[src/sv/tclr_pkg.sv]
package tclr_pkg;

    // Field widths of the payload
    localparam int CHAR_W     = 8;
    localparam int COLOR_W    = 16;
    localparam int CELL_ROW_W = 5;
    localparam int CELL_COL_W = 7;
    localparam int PIXEL_X_W  = 10;
    localparam int PIXEL_Y_W  = 9;
    localparam int CFG_INDEX_W = 2;

    // Character codes and colors
    localparam logic [CHAR_W-1:0]  NEWLINE_CODE = 8'd10;
    localparam logic [CHAR_W-1:0]  BLANK_CODE   = 8'd0;
    localparam logic [COLOR_W-1:0] COLOR_WHITE  = 16'hFFFF;
    localparam logic [COLOR_W-1:0] COLOR_BLACK  = 16'h0000;

    // Item kinds
    localparam logic KIND_PUT  = 1'b0;
    localparam logic KIND_READ = 1'b1;

    // Configuration register indexes
    localparam logic [CFG_INDEX_W-1:0] CFG_TEXT_FG  = 2'd0;
    localparam logic [CFG_INDEX_W-1:0] CFG_TEXT_BG  = 2'd1;
    localparam logic [CFG_INDEX_W-1:0] CFG_BLANK_FG = 2'd2;
    localparam logic [CFG_INDEX_W-1:0] CFG_BLANK_BG = 2'd3;

    typedef struct packed {
        logic                  kind;
        logic [CHAR_W-1:0]     char_code;
        logic [CELL_ROW_W-1:0] read_row;
        logic [CELL_COL_W-1:0] read_col;
    } in_item_t;

    typedef struct packed {
        logic                  cell_valid;
        logic                  full_redraw;
        logic [CELL_ROW_W-1:0] cell_row;
        logic [CELL_COL_W-1:0] cell_col;
        logic [CHAR_W-1:0]     cell_char;
        logic [COLOR_W-1:0]    cell_fg;
        logic [COLOR_W-1:0]    cell_bg;
        logic [PIXEL_X_W-1:0]  pixel_x;
        logic [PIXEL_Y_W-1:0]  pixel_y;
    } out_item_t;

    typedef struct packed {
        logic [CHAR_W-1:0]  code;
        logic [COLOR_W-1:0] fg;
        logic [COLOR_W-1:0] bg;
    } cell_t;

    // Controller to datapath
    typedef struct packed {
        logic load;
        logic calc;
        logic access;
        logic clr_setup;
        logic clr_step;
        logic emit;
    } cmd_t;

    // Datapath to controller
    typedef struct packed {
        logic is_put;
        logic is_newline;
        logic wrap;
        logic clr_last;
        logic out_free;
    } status_t;

endpackage

[src/sv/tclr_ctrl.sv]
module tclr_ctrl
    import tclr_pkg::*;
(
    input  logic    aclk,
    input  logic    aresetn,
    input  logic    s_valid,
    output logic    s_ready,
    input  status_t sts,
    output cmd_t    cmd
);

    typedef enum logic [2:0] {
        ST_IDLE,
        ST_CALC,
        ST_ACCESS,
        ST_CLR_SETUP,
        ST_CLEAR,
        ST_EMIT
    } state_t;

    state_t state_reg;

    // Advance through the phases of one item
    always_ff @(posedge aclk) begin
        if (!aresetn) begin
            state_reg <= ST_IDLE;
        end else begin
            case (state_reg)
                ST_IDLE: begin
                    if (s_valid) state_reg <= ST_CALC;
                end
                ST_CALC: begin
                    if (sts.is_put && sts.is_newline) state_reg <= ST_CLR_SETUP;
                    else                              state_reg <= ST_ACCESS;
                end
                ST_ACCESS: begin
                    if (sts.is_put && sts.wrap) state_reg <= ST_CLR_SETUP;
                    else                        state_reg <= ST_EMIT;
                end
                ST_CLR_SETUP: begin
                    state_reg <= ST_CLEAR;
                end
                ST_CLEAR: begin
                    if (sts.clr_last) state_reg <= ST_EMIT;
                end
                ST_EMIT: begin
                    if (sts.out_free) state_reg <= ST_IDLE;
                end
                default: begin
                    state_reg <= ST_IDLE;
                end
            endcase
        end
    end

    // Decode commands from the state
    always_comb begin
        s_ready       = (state_reg == ST_IDLE);
        cmd.load      = s_ready && s_valid;
        cmd.calc      = (state_reg == ST_CALC);
        cmd.access    = (state_reg == ST_ACCESS);
        cmd.clr_setup = (state_reg == ST_CLR_SETUP);
        cmd.clr_step  = (state_reg == ST_CLEAR);
        cmd.emit      = (state_reg == ST_EMIT) && sts.out_free;
    end

endmodule

[config.mk]
export PLATFORM = sky130hd
export DESIGN_NAME = tclr_ctrl
export DESIGN_NICKNAME = d
export VERILOG_FILES = /design/src/sv/tclr_pkg.sv /design/src/sv/tclr_ctrl.sv
export SDC_FILE = /design/constraint.sdc
export NUM_CORES = 1
export LEC_CHECK = 0
export BUFFER_PORTS_ARGS = -buffer_cell sky130_fd_sc_hd__buf_2
export CORE_AREA = 2 2 39 41
export CTS_CLUSTER_DIAMETER = 200
export DETAILED_ROUTE_END_ITERATION = 10
export DIE_AREA = 0 0 41 43
export PLACE_DENSITY = 0.48
export SETUP_SLACK_MARGIN = 0.02
export SLEW_MARGIN = 20
export SYNTH_ARGS = -nofsm -noshare
export SYNTH_HDL_FRONTEND = slang
export SYNTH_SLANG_ARGS = --single-unit
[constraint.sdc]
create_clock -name aclk -period 0.93 [get_ports aclk]
set_input_delay 0.279 -clock aclk [delete_from_list [all_inputs] [get_ports aclk]]
set_output_delay 0.279 -clock aclk [all_outputs]
set_load 0.005 [all_outputs]
=== Word level (Yosys, flattened, before mapping) ===
Cells that the tools add are included.

* Register bits: 3
* Latch bits: 0
* RAM bits: 0
* Memory bits (read-only): 0
* Input bits: 8
* Output and inout port bits: 7
* Logic and storage cells: 21
* Memories kept: 0

* $add $sub $neg: 0
* Multipliers: 0
* Div/mod/pow operators: 0
* Order comparisons: 0
* Equality and inequality tests: 8
* Shift-type cells: 0
* Mux-type cells: 6
* Bitwise operators: 0
* Reduce and logical (&&, ||, !) cells: 6

{| class="wikitable"
|+ Operators by type and width
! kind !! count
|-
| 3-bit case mux with 6 select lines || 1
|-
| 3-bit 2-to-1 mux || 4
|-
| 3-bit by 2-bit equality test with 1-bit output, second input constant || 2
|-
| 3-bit equality test, second input constant || 2
|-
| 2-bit inequality test, second input constant || 3
|-
| 1-bit logical AND || 4
|-
| 3-bit by 1-bit equality test with 1-bit output, second input constant || 1
|-
| 3-bit logical NOT || 1
|-
| 3-bit AND reduction || 1
|-
| 1-bit 2-to-1 mux || 1
|}

=== Longest topological paths before layout ===
Gate-level depths: netlist (run 1).

* Depth after elaboration: 3
* Depth in mapped cells: 4
* Depth with buffers taken out: 3

=== Worst setup path after synthesis (run 1) ===
No wires, ideal clock.

* Path kind: reg2out
* Start point: reg state_reg[0]
* End point: out cmd[5] (netlist name)
* Arrival time: 0.836 ns
* Data required time: 0.651 ns
* Setup slack: -0.185 ns
* Stages on the path, launching flop included: 4
* Cell sequence: dfxtp_1 buf_6 nor3_1 and2_1

{| class="wikitable"
|+ RTL lines
! item !! RTL line !! RTL
|-
| start: declaration || tclr_ctrl.sv:21 || <nowiki>state_t state_reg;</nowiki>
|-
| start signal: assignment || tclr_ctrl.sv:26 || <nowiki>state_reg <= ST_IDLE;</nowiki>
|-
| start signal: assignment || tclr_ctrl.sv:30 || <nowiki>if (s_valid) state_reg <= ST_CALC;</nowiki>
|-
| start signal: assignment || tclr_ctrl.sv:33 || <nowiki>if (sts.is_put && sts.is_newline) state_reg <= ST_CLR_SETUP;</nowiki>
|-
| end: declaration || tclr_ctrl.sv:9 || <nowiki>output cmd_t cmd</nowiki>
|}

==> results of run 1 <==
## worst max path at each step
stage / slack (ns) / depth (start not counted) / end
floorplan: -0.10 / 3 / cmd[5]
global placement: -0.26 / 3 / cmd[3]
detailed placement: -0.28 / 3 / cmd[3]
CTS: -0.40 / 3 / cmd[5]
global route: -0.43 / 3 / cmd[5]
finish: -0.40 / 3 / cmd[5]
## critical path, stage by stage (launching register included)
cell and delay, ns:
dfxtp_4 0.37, nor3_4 0.20, and2_1 0.14, buf_2 0.10
## through the flow
step	hold slack [ns]	setup TNS (ns)
floorplan	0.412	-0.134
global placement	0.553	-1.76
detailed placement	0.547	-1.88
CTS	0.300	-2.74
global route	0.318	-3.25
finish	0.312	-2.79
## layout by cell type (no fill, tap or decap)
cell type / count
buf_6: 6
nor2_1: 1
nor4_4: 1
nor3_4: 1
clkbuf_1: 1
nor4b_2: 1
buf_2: 13
nand2_1: 1
dfxtp_4: 3
nor3_2: 1
and3_2: 1
nor3_1: 1
and2_1: 1
nand3b_1: 1
inv_2: 2
a21oi_1: 2
clkbuf_4: 3
o21ai_0: 1
and3_4: 1
and3_1: 1
nand2b_4: 1
o21ai_4: 1
a21oi_4: 1
nor2_2: 2
buf_4: 7
mux2i_1: 1
## metal layers
layer / part of all wire (%) / global-route usage, % / vias up
li1: - / - / 155
met2: 48 / 13.4 / 11
met1: 45 / 12.5 / 138
met3: 4.8 / 1.57 / 2
met5: 0 / 0 / -
met4: 2.3 / 10.0 / 0
## power breakdown
| part | internal, µW | leakage (µW) | total [µW] | switching, µW |
|---|---|---|---|---|
| Sequential | 152 | 0.0000267 | 199 | 46.1 |
| Combinational | 222 | 0.000191 | 361 | 139 |
| Clock | 161 | 0.0000150 | 232 | 71.0 |
| Total | 536 | 0.000232 | 792 | 256 |
## cells in the mapped netlist
| master | number | share of area (%) |
|---|---|---|
| mux2i_1 | 1 | 4.2 |
| a21oi_1 | 2 | 4.2 |
| and3_1 | 1 | 2.6 |
| nor3_1 | 3 | 6.2 |
| a21oi_4 | 1 | 6.8 |
| inv_1 | 2 | 3.1 |
| o21ai_0 | 1 | 2.1 |
| buf_6 | 2 | 9.4 |
| dfxtp_1 | 3 | 25 |
| nor2_1 | 3 | 4.7 |
| and2_1 | 1 | 2.6 |
| nor4b_2 | 1 | 6.2 |
| nand2_1 | 1 | 1.6 |
| and3_2 | 2 | 6.2 |
| o21ai_2 | 1 | 3.6 |
| nand3b_1 | 1 | 3.1 |
| nor4_1 | 1 | 2.6 |
| nand2b_4 | 1 | 5.7 |
## final cells by class
cell class,count,area [µm²]
well taps,16,20.0
repair buffers,26,185
inverters,2,7.51
flip-flops and latches,3,71.3
fillers,154,876
clock buffers,4,26.3
multi-input cells,21,198
## cell families after synthesis
kind of cell	count (synthesis)	synth area share, %
AOI/OAI and AO/OA	5	16.7
buffers and inverters	4	12.5
DFF	3	25.0
muxes	1	4.17
and+or+nand+nor	15	41.7
## timing repair
item / 4_1_cts / 5_1_grt
endpoints found under the setup margin: 10 / 10
setup buffers: 8 / 0
pin swaps: 7 / 3
resized for setup: 11 / 6
==> key figures, run 1 <==
Die
  – Die area: 1760 µm²
  – Core ar.: 1380 µm²
  – Initial core utilization: 17.4%
  – Chip Height: between 40 and 50 µm
  – Rows: 14
  – I/O pin count: 15
  – Die width: 41 µm

Timing
  – Final setup fails: 10
  – Worst clock skew: 0.000732 ns
  – Post-route clock period utilization: 143%
  – Final worst setup slack: -0.396 ns
  – Max-slew violation count: 0
  – Worst-Margin Slew: about 0.23 ns
  – RSZ-0062 raised after global routing: yes
  – Slew HR: 84.6%
  – Tmin final: 1.33 ns
  – Fmax: about 750 MHz
  – Final hold vios: 0

Cells and area
  – Area delta synth->final: 111%
  – ANT cells: 0
  – Share of cells above drive strength 1: 80.4%
  – Fin area: 508 µm²
  – Final std cells w/o fill: 72
  – Nets@finish: 65
  – Number of flip-flops in the largest register: 3
  – Util after Layout: 36.7%

Worst setup path
  – CP Max Fanout: 6
  – CP Launch Type: register
  – Worst R2R Path Depth: 5
  – Worst EP required: 0.65 ns
  – Worst Setup SP: state_reg[0]
  – Critical path type: register to primary output
  – Reg2Reg Setup Slack: -0.21 ns
  – Arrival time at the worst endpoint: between 1 and 1.5 ns
  – Worst flop-to-flop path startpoint: state_reg[0]
  – CP Capture Type: primary output
  – Worst r2r dst: state_reg[0]

Route
  – Final WL: 774 µm
  – DR vias/cell: roughly 4.3
  – Vias: 306
  – First DRT Iteration DRCs: 0
  – Drc violations: 0
  – Detail Route Antenna Nets: 0
  – DRT Pass-1 Iters: 1
  – Wire per inst: approximately 11 µm

Logic synthesis
  – Synth cell types: 18
  – Net Count, Synth: 36
  – Yosys warns: 0
  – Yosys reg bits: 3
  – Cell count after synthesis: 28
  – Sequential element share of the synthesized area: 25.0%
  – Post-Syn Area per Cell: 8.58 µm²
  – Synth Cell Area: 240 µm²

Global route
  – Tot GR Track Use: ~10%
  – Initial antenna violation count: 0
  – Pin count of the biggest net entering global routing: 8
  – GR Overflow Total: 0
  – Number of global-route vias before repair: 275
  – First-pass GRT wire length: 1120 µm

CTS
  – Clock Path Buffers: 2
  – Hold Buf Count CTS: 0
  – CTS Buf Count: 3
  – Clock slew at reported path FFs: around 0.040 ns
  – CTS Sinks: 3
  – Clock Latency Late Sink: 0.23 ns
  – CTS tree: yes
  – H-tree levels: 1
  – Clk root buf: clkbuf_4

Hold path
  – Hold depth: 3
  – Hold Crit Class: primary input to register
  – Worst hold start: aresetn
  – Hold endpoint: state_reg[0]

Placed design
  – Area of placed instances: 360 µm²
  – Inst Count DP: 60
  – PortBufs: 14
  – DP HPWL: 491 µm
  – Final Wtd Congestion: 0.704
  – Setup WS pre-CTS: -0.278 ns

Power and ir drop
  – LEAKAGE: 0.000232 µW
  – Total power: 792 µW
  – VDD IR-drop max: around 420 µV
  – Pwr dens: 1560 nW/µm²

Flow run
  – Max_cap viols: 0

Status
  – Status: finished, violations left
  – Failing checks: negative setup slack
(Power assumes the default switching activity.)
==> run 2, diff against run 1 <==
SETUP_SLACK_MARGIN = 0.05   (was 0.02)
==> run 2 against run 1 <==
Against the previous run:
- the flow still finishes with violations (negative setup slack)
- largest cell class is now non-clock buffers
- flip-flop and latch count unchanged
- combinational power is 3% lower
- largest power group unchanged
- cell count unchanged
- first-iteration DRC count grew 1
- maximum frequency rose by 3.6%
- die area did not move
- via count down 0.65%
==> key figures, run 2 (synthesized netlist as in run 1, its figures left out) <==
Cells and area
  – Area delta synth->final: 109%
  – ANT cells: 0 (unchanged)
  – Most common cell after layout, fill and taps aside: buf_2
  – Number of flip-flops in the largest register: 3 (unchanged)
  – Final std cells w/o fill: 72 (unchanged)
  – Util after Layout: 36.3% (-0.36 points)
  – Most frequent cells in the layout: buf_2 (13), buf_6 (7), buf_4 (6)
  – Nets@finish: 65 (unchanged)
  – Share of cells above drive strength 1: 78.6% (-1.8 points)

Global route
  – Number of global-route vias before repair: 308 (+12%)
  – GR Overflow Total: 0 (unchanged)
  – Initial antenna violation count: 0 (unchanged)
  – First-pass GRT wire length: 1200 µm (+6.8%)
  – Tot GR Track Use: 10.7% (+0.70 points)
  – Pin count of the biggest net entering global routing: 7 (-1)

Timing
  – Worst clock skew: 0.000571 ns (-0.000161 ns)
  – Final worst setup slack: -0.349 ns (+0.0467 ns)
  – RSZ-0062 raised after global routing: yes
  – Slew HR: 84.3% (-0.33 points)
  – Fmax: 782 MHz (+3.6%)
  – Final setup fails: 10 (unchanged)
  – Final hold vios: 0 (unchanged)
  – Post-route clock period utilization: 138% (-5.0 points)
  – Max-slew violation count: 0 (unchanged)
  – Tmin final: 1.28 ns (-0.0467 ns)
  – Worst-Margin Slew: 0.234 ns (+0.00483 ns)

Route
  – First DRT Iteration DRCs: 1 (+1)
  – Final WL: 745 µm (-3.7%)
  – DR vias/cell: 4.22 (-0.65%)
  – DRT Pass-1 Iters: 2 (+1)
  – Wire per inst: 10.3 µm (-3.7%)
  – Drc violations: 0 (unchanged)
  – Detail Route Antenna Nets: 0 (unchanged)
  – Vias: 304 (-0.65%)

Hold path
  – Hold endpoint: state_reg[2]
  – Hold depth: 3 (unchanged)
  – Hold Crit Class: primary input to register
  – Worst hold start: aresetn

Worst setup path
  – Slowest stage delay, CP: 0.36 ns (about the same)
  – Crit-path slowest cell: dfxtp_4
  – Worst R2R Path Depth: 6 (+1)
  – Worst r2r dst: state_reg[0]
  – Arrival time at the worst endpoint: 1.00 ns (-0.05 ns)
  – CP Max Fanout: 5 (-1)
  – Critical path cell sequence: nor3_4, and2_1, buf_2
  – CP Launch Type: register
  – Worst flop-to-flop path startpoint: state_reg[2]
  – Worst EP required: 0.65 ns (about the same)
  – Critical path type: register to primary output
  – CP Capture Type: primary output
  – Reg2Reg Setup Slack: -0.16 ns (+0.05 ns)

Die
  – Die width: 41 µm (unchanged)
  – I/O pin count: 15 (unchanged)
  – Rows: 14 (unchanged)
  – Initial core utilization: 17.4% (unchanged)
  – Chip Height: 43 µm (unchanged)
  – Die area: 1760 µm² (unchanged)
  – Core ar.: 1380 µm² (unchanged)

Power and ir drop
  – Comb power frac: 45.1% (-0.5 points)
  – Switching share of power: 31.4% (-0.92 points)
  – Internal power: 531 µW (-0.85%)
  – Flop pwr share: 25.0% (about the same)
  – VDD IR-drop max: 511 µV (+22%)
  – LEAKAGE: 0.000234 µW (+0.64%)
  – Sw Pwr: 243 µW (-4.9%)
  – Pwr dens: 1540 nW/µm² (-1.2%)
  – Clock Power Share: 29.8% (+0.5 points)

Status
  – Status: finished, violations left
  – Failing checks: negative setup slack

CTS
  – CTS Sinks: 3 (unchanged)
  – CTS tree: yes
  – Clock slew at reported path FFs: 0.04 ns (about the same)
  – CTS Buf Count: 3 (unchanged)
  – Clk root buf: clkbuf_4
  – Clock Path Buffers: 2 (unchanged)
  – Hold Buf Count CTS: 0 (unchanged)
  – H-tree levels: 1 (unchanged)
  – Clock Latency Late Sink: 0.23 ns (about the same)

Placed design
  – Inst Count DP: 61 (+1.7%)
  – DP HPWL: 517 µm (+5.4%)
  – Final Wtd Congestion: 0.688 (-2.2%)
  – PortBufs: 14 (unchanged)

Flow run
  – Max_cap viols: 0 (unchanged)
[run 2: worst max path at each step]
stage	end	cells after the start	startpoint	slack (ns)
finish	cmd[5]	3	state_reg[2]	-0.35
global route	cmd[5]	3	state_reg[2]	-0.44
CTS	cmd[5]	3	state_reg[0]	-0.36
detailed placement	cmd[1]	3	state_reg[1]	-0.23
global placement	cmd[1]	3	state_reg[1]	-0.22
floorplan	cmd[5]	3	state_reg[0]	-0.10
[run 2: worst max-delay path: cells and delay by family, from the launching register on]
family | cells | cell delay (ns)
flip-flops | 1 | 0.36
AND/OR/NAND/NOR | 2 | 0.30
buffers and inverters | 1 | 0.10
[run 2: final cells by class]
type / count / area [µm²]
Fill cell: 154 / 881
Timing Repair Buffer: 26 / 189
Multi-Input combinational cell: 21 / 186
Sequential cell: 3 / 71.3
Clock buffer: 4 / 26.3
Tap cell: 16 / 20.0
Inverter: 2 / 10.0
[run 2: repair_timing]
item,4_1_cts,5_1_grt
pin swaps,7,5
endpoints found under the setup margin,10,10
buffers inserted,5,2
resized for setup,11,6
[run 2: power groups by stage]
stage                     registers [µW]  logic [µW]  clock network [µW]
after CTS                            192         315                 242
after floorplan                      167         180                   0
after detailed placement             193         244                   0
after global routing                 199         382                 265
final                                194         350                 231
after global placement               192         244                   0
[run 2: per-stage QoR]
step	setup TNS, ns	hold slack (ns)	setup WS (ns)	power (µW)	instance area (µm²)
after floorplan	-0.134	0.412	-0.101	347	263
after global placement	-1.76	0.557	-0.220	436	368
after detailed placement	-1.82	0.556	-0.228	437	368
after CTS	-2.71	0.305	-0.363	750	469
after global routing	-3.12	0.292	-0.437	846	503
final	-2.61	0.308	-0.349	775	503
[run 2: routing by layer]
| metal | vias up | GRT usage, % | share of wire (%) | wire [µm] |
|---|---|---|---|---|
| met5 | - | 0 | 0 | 0 |
| li1 | 155 | - | - | - |
| met2 | 6 | 16.9 | 55 | 413 |
| met1 | 143 | 10.2 | 40 | 299 |
| met3 | 0 | 4.71 | 4.2 | 31 |
| met4 | 0 | 8.00 | 0 | 0 |
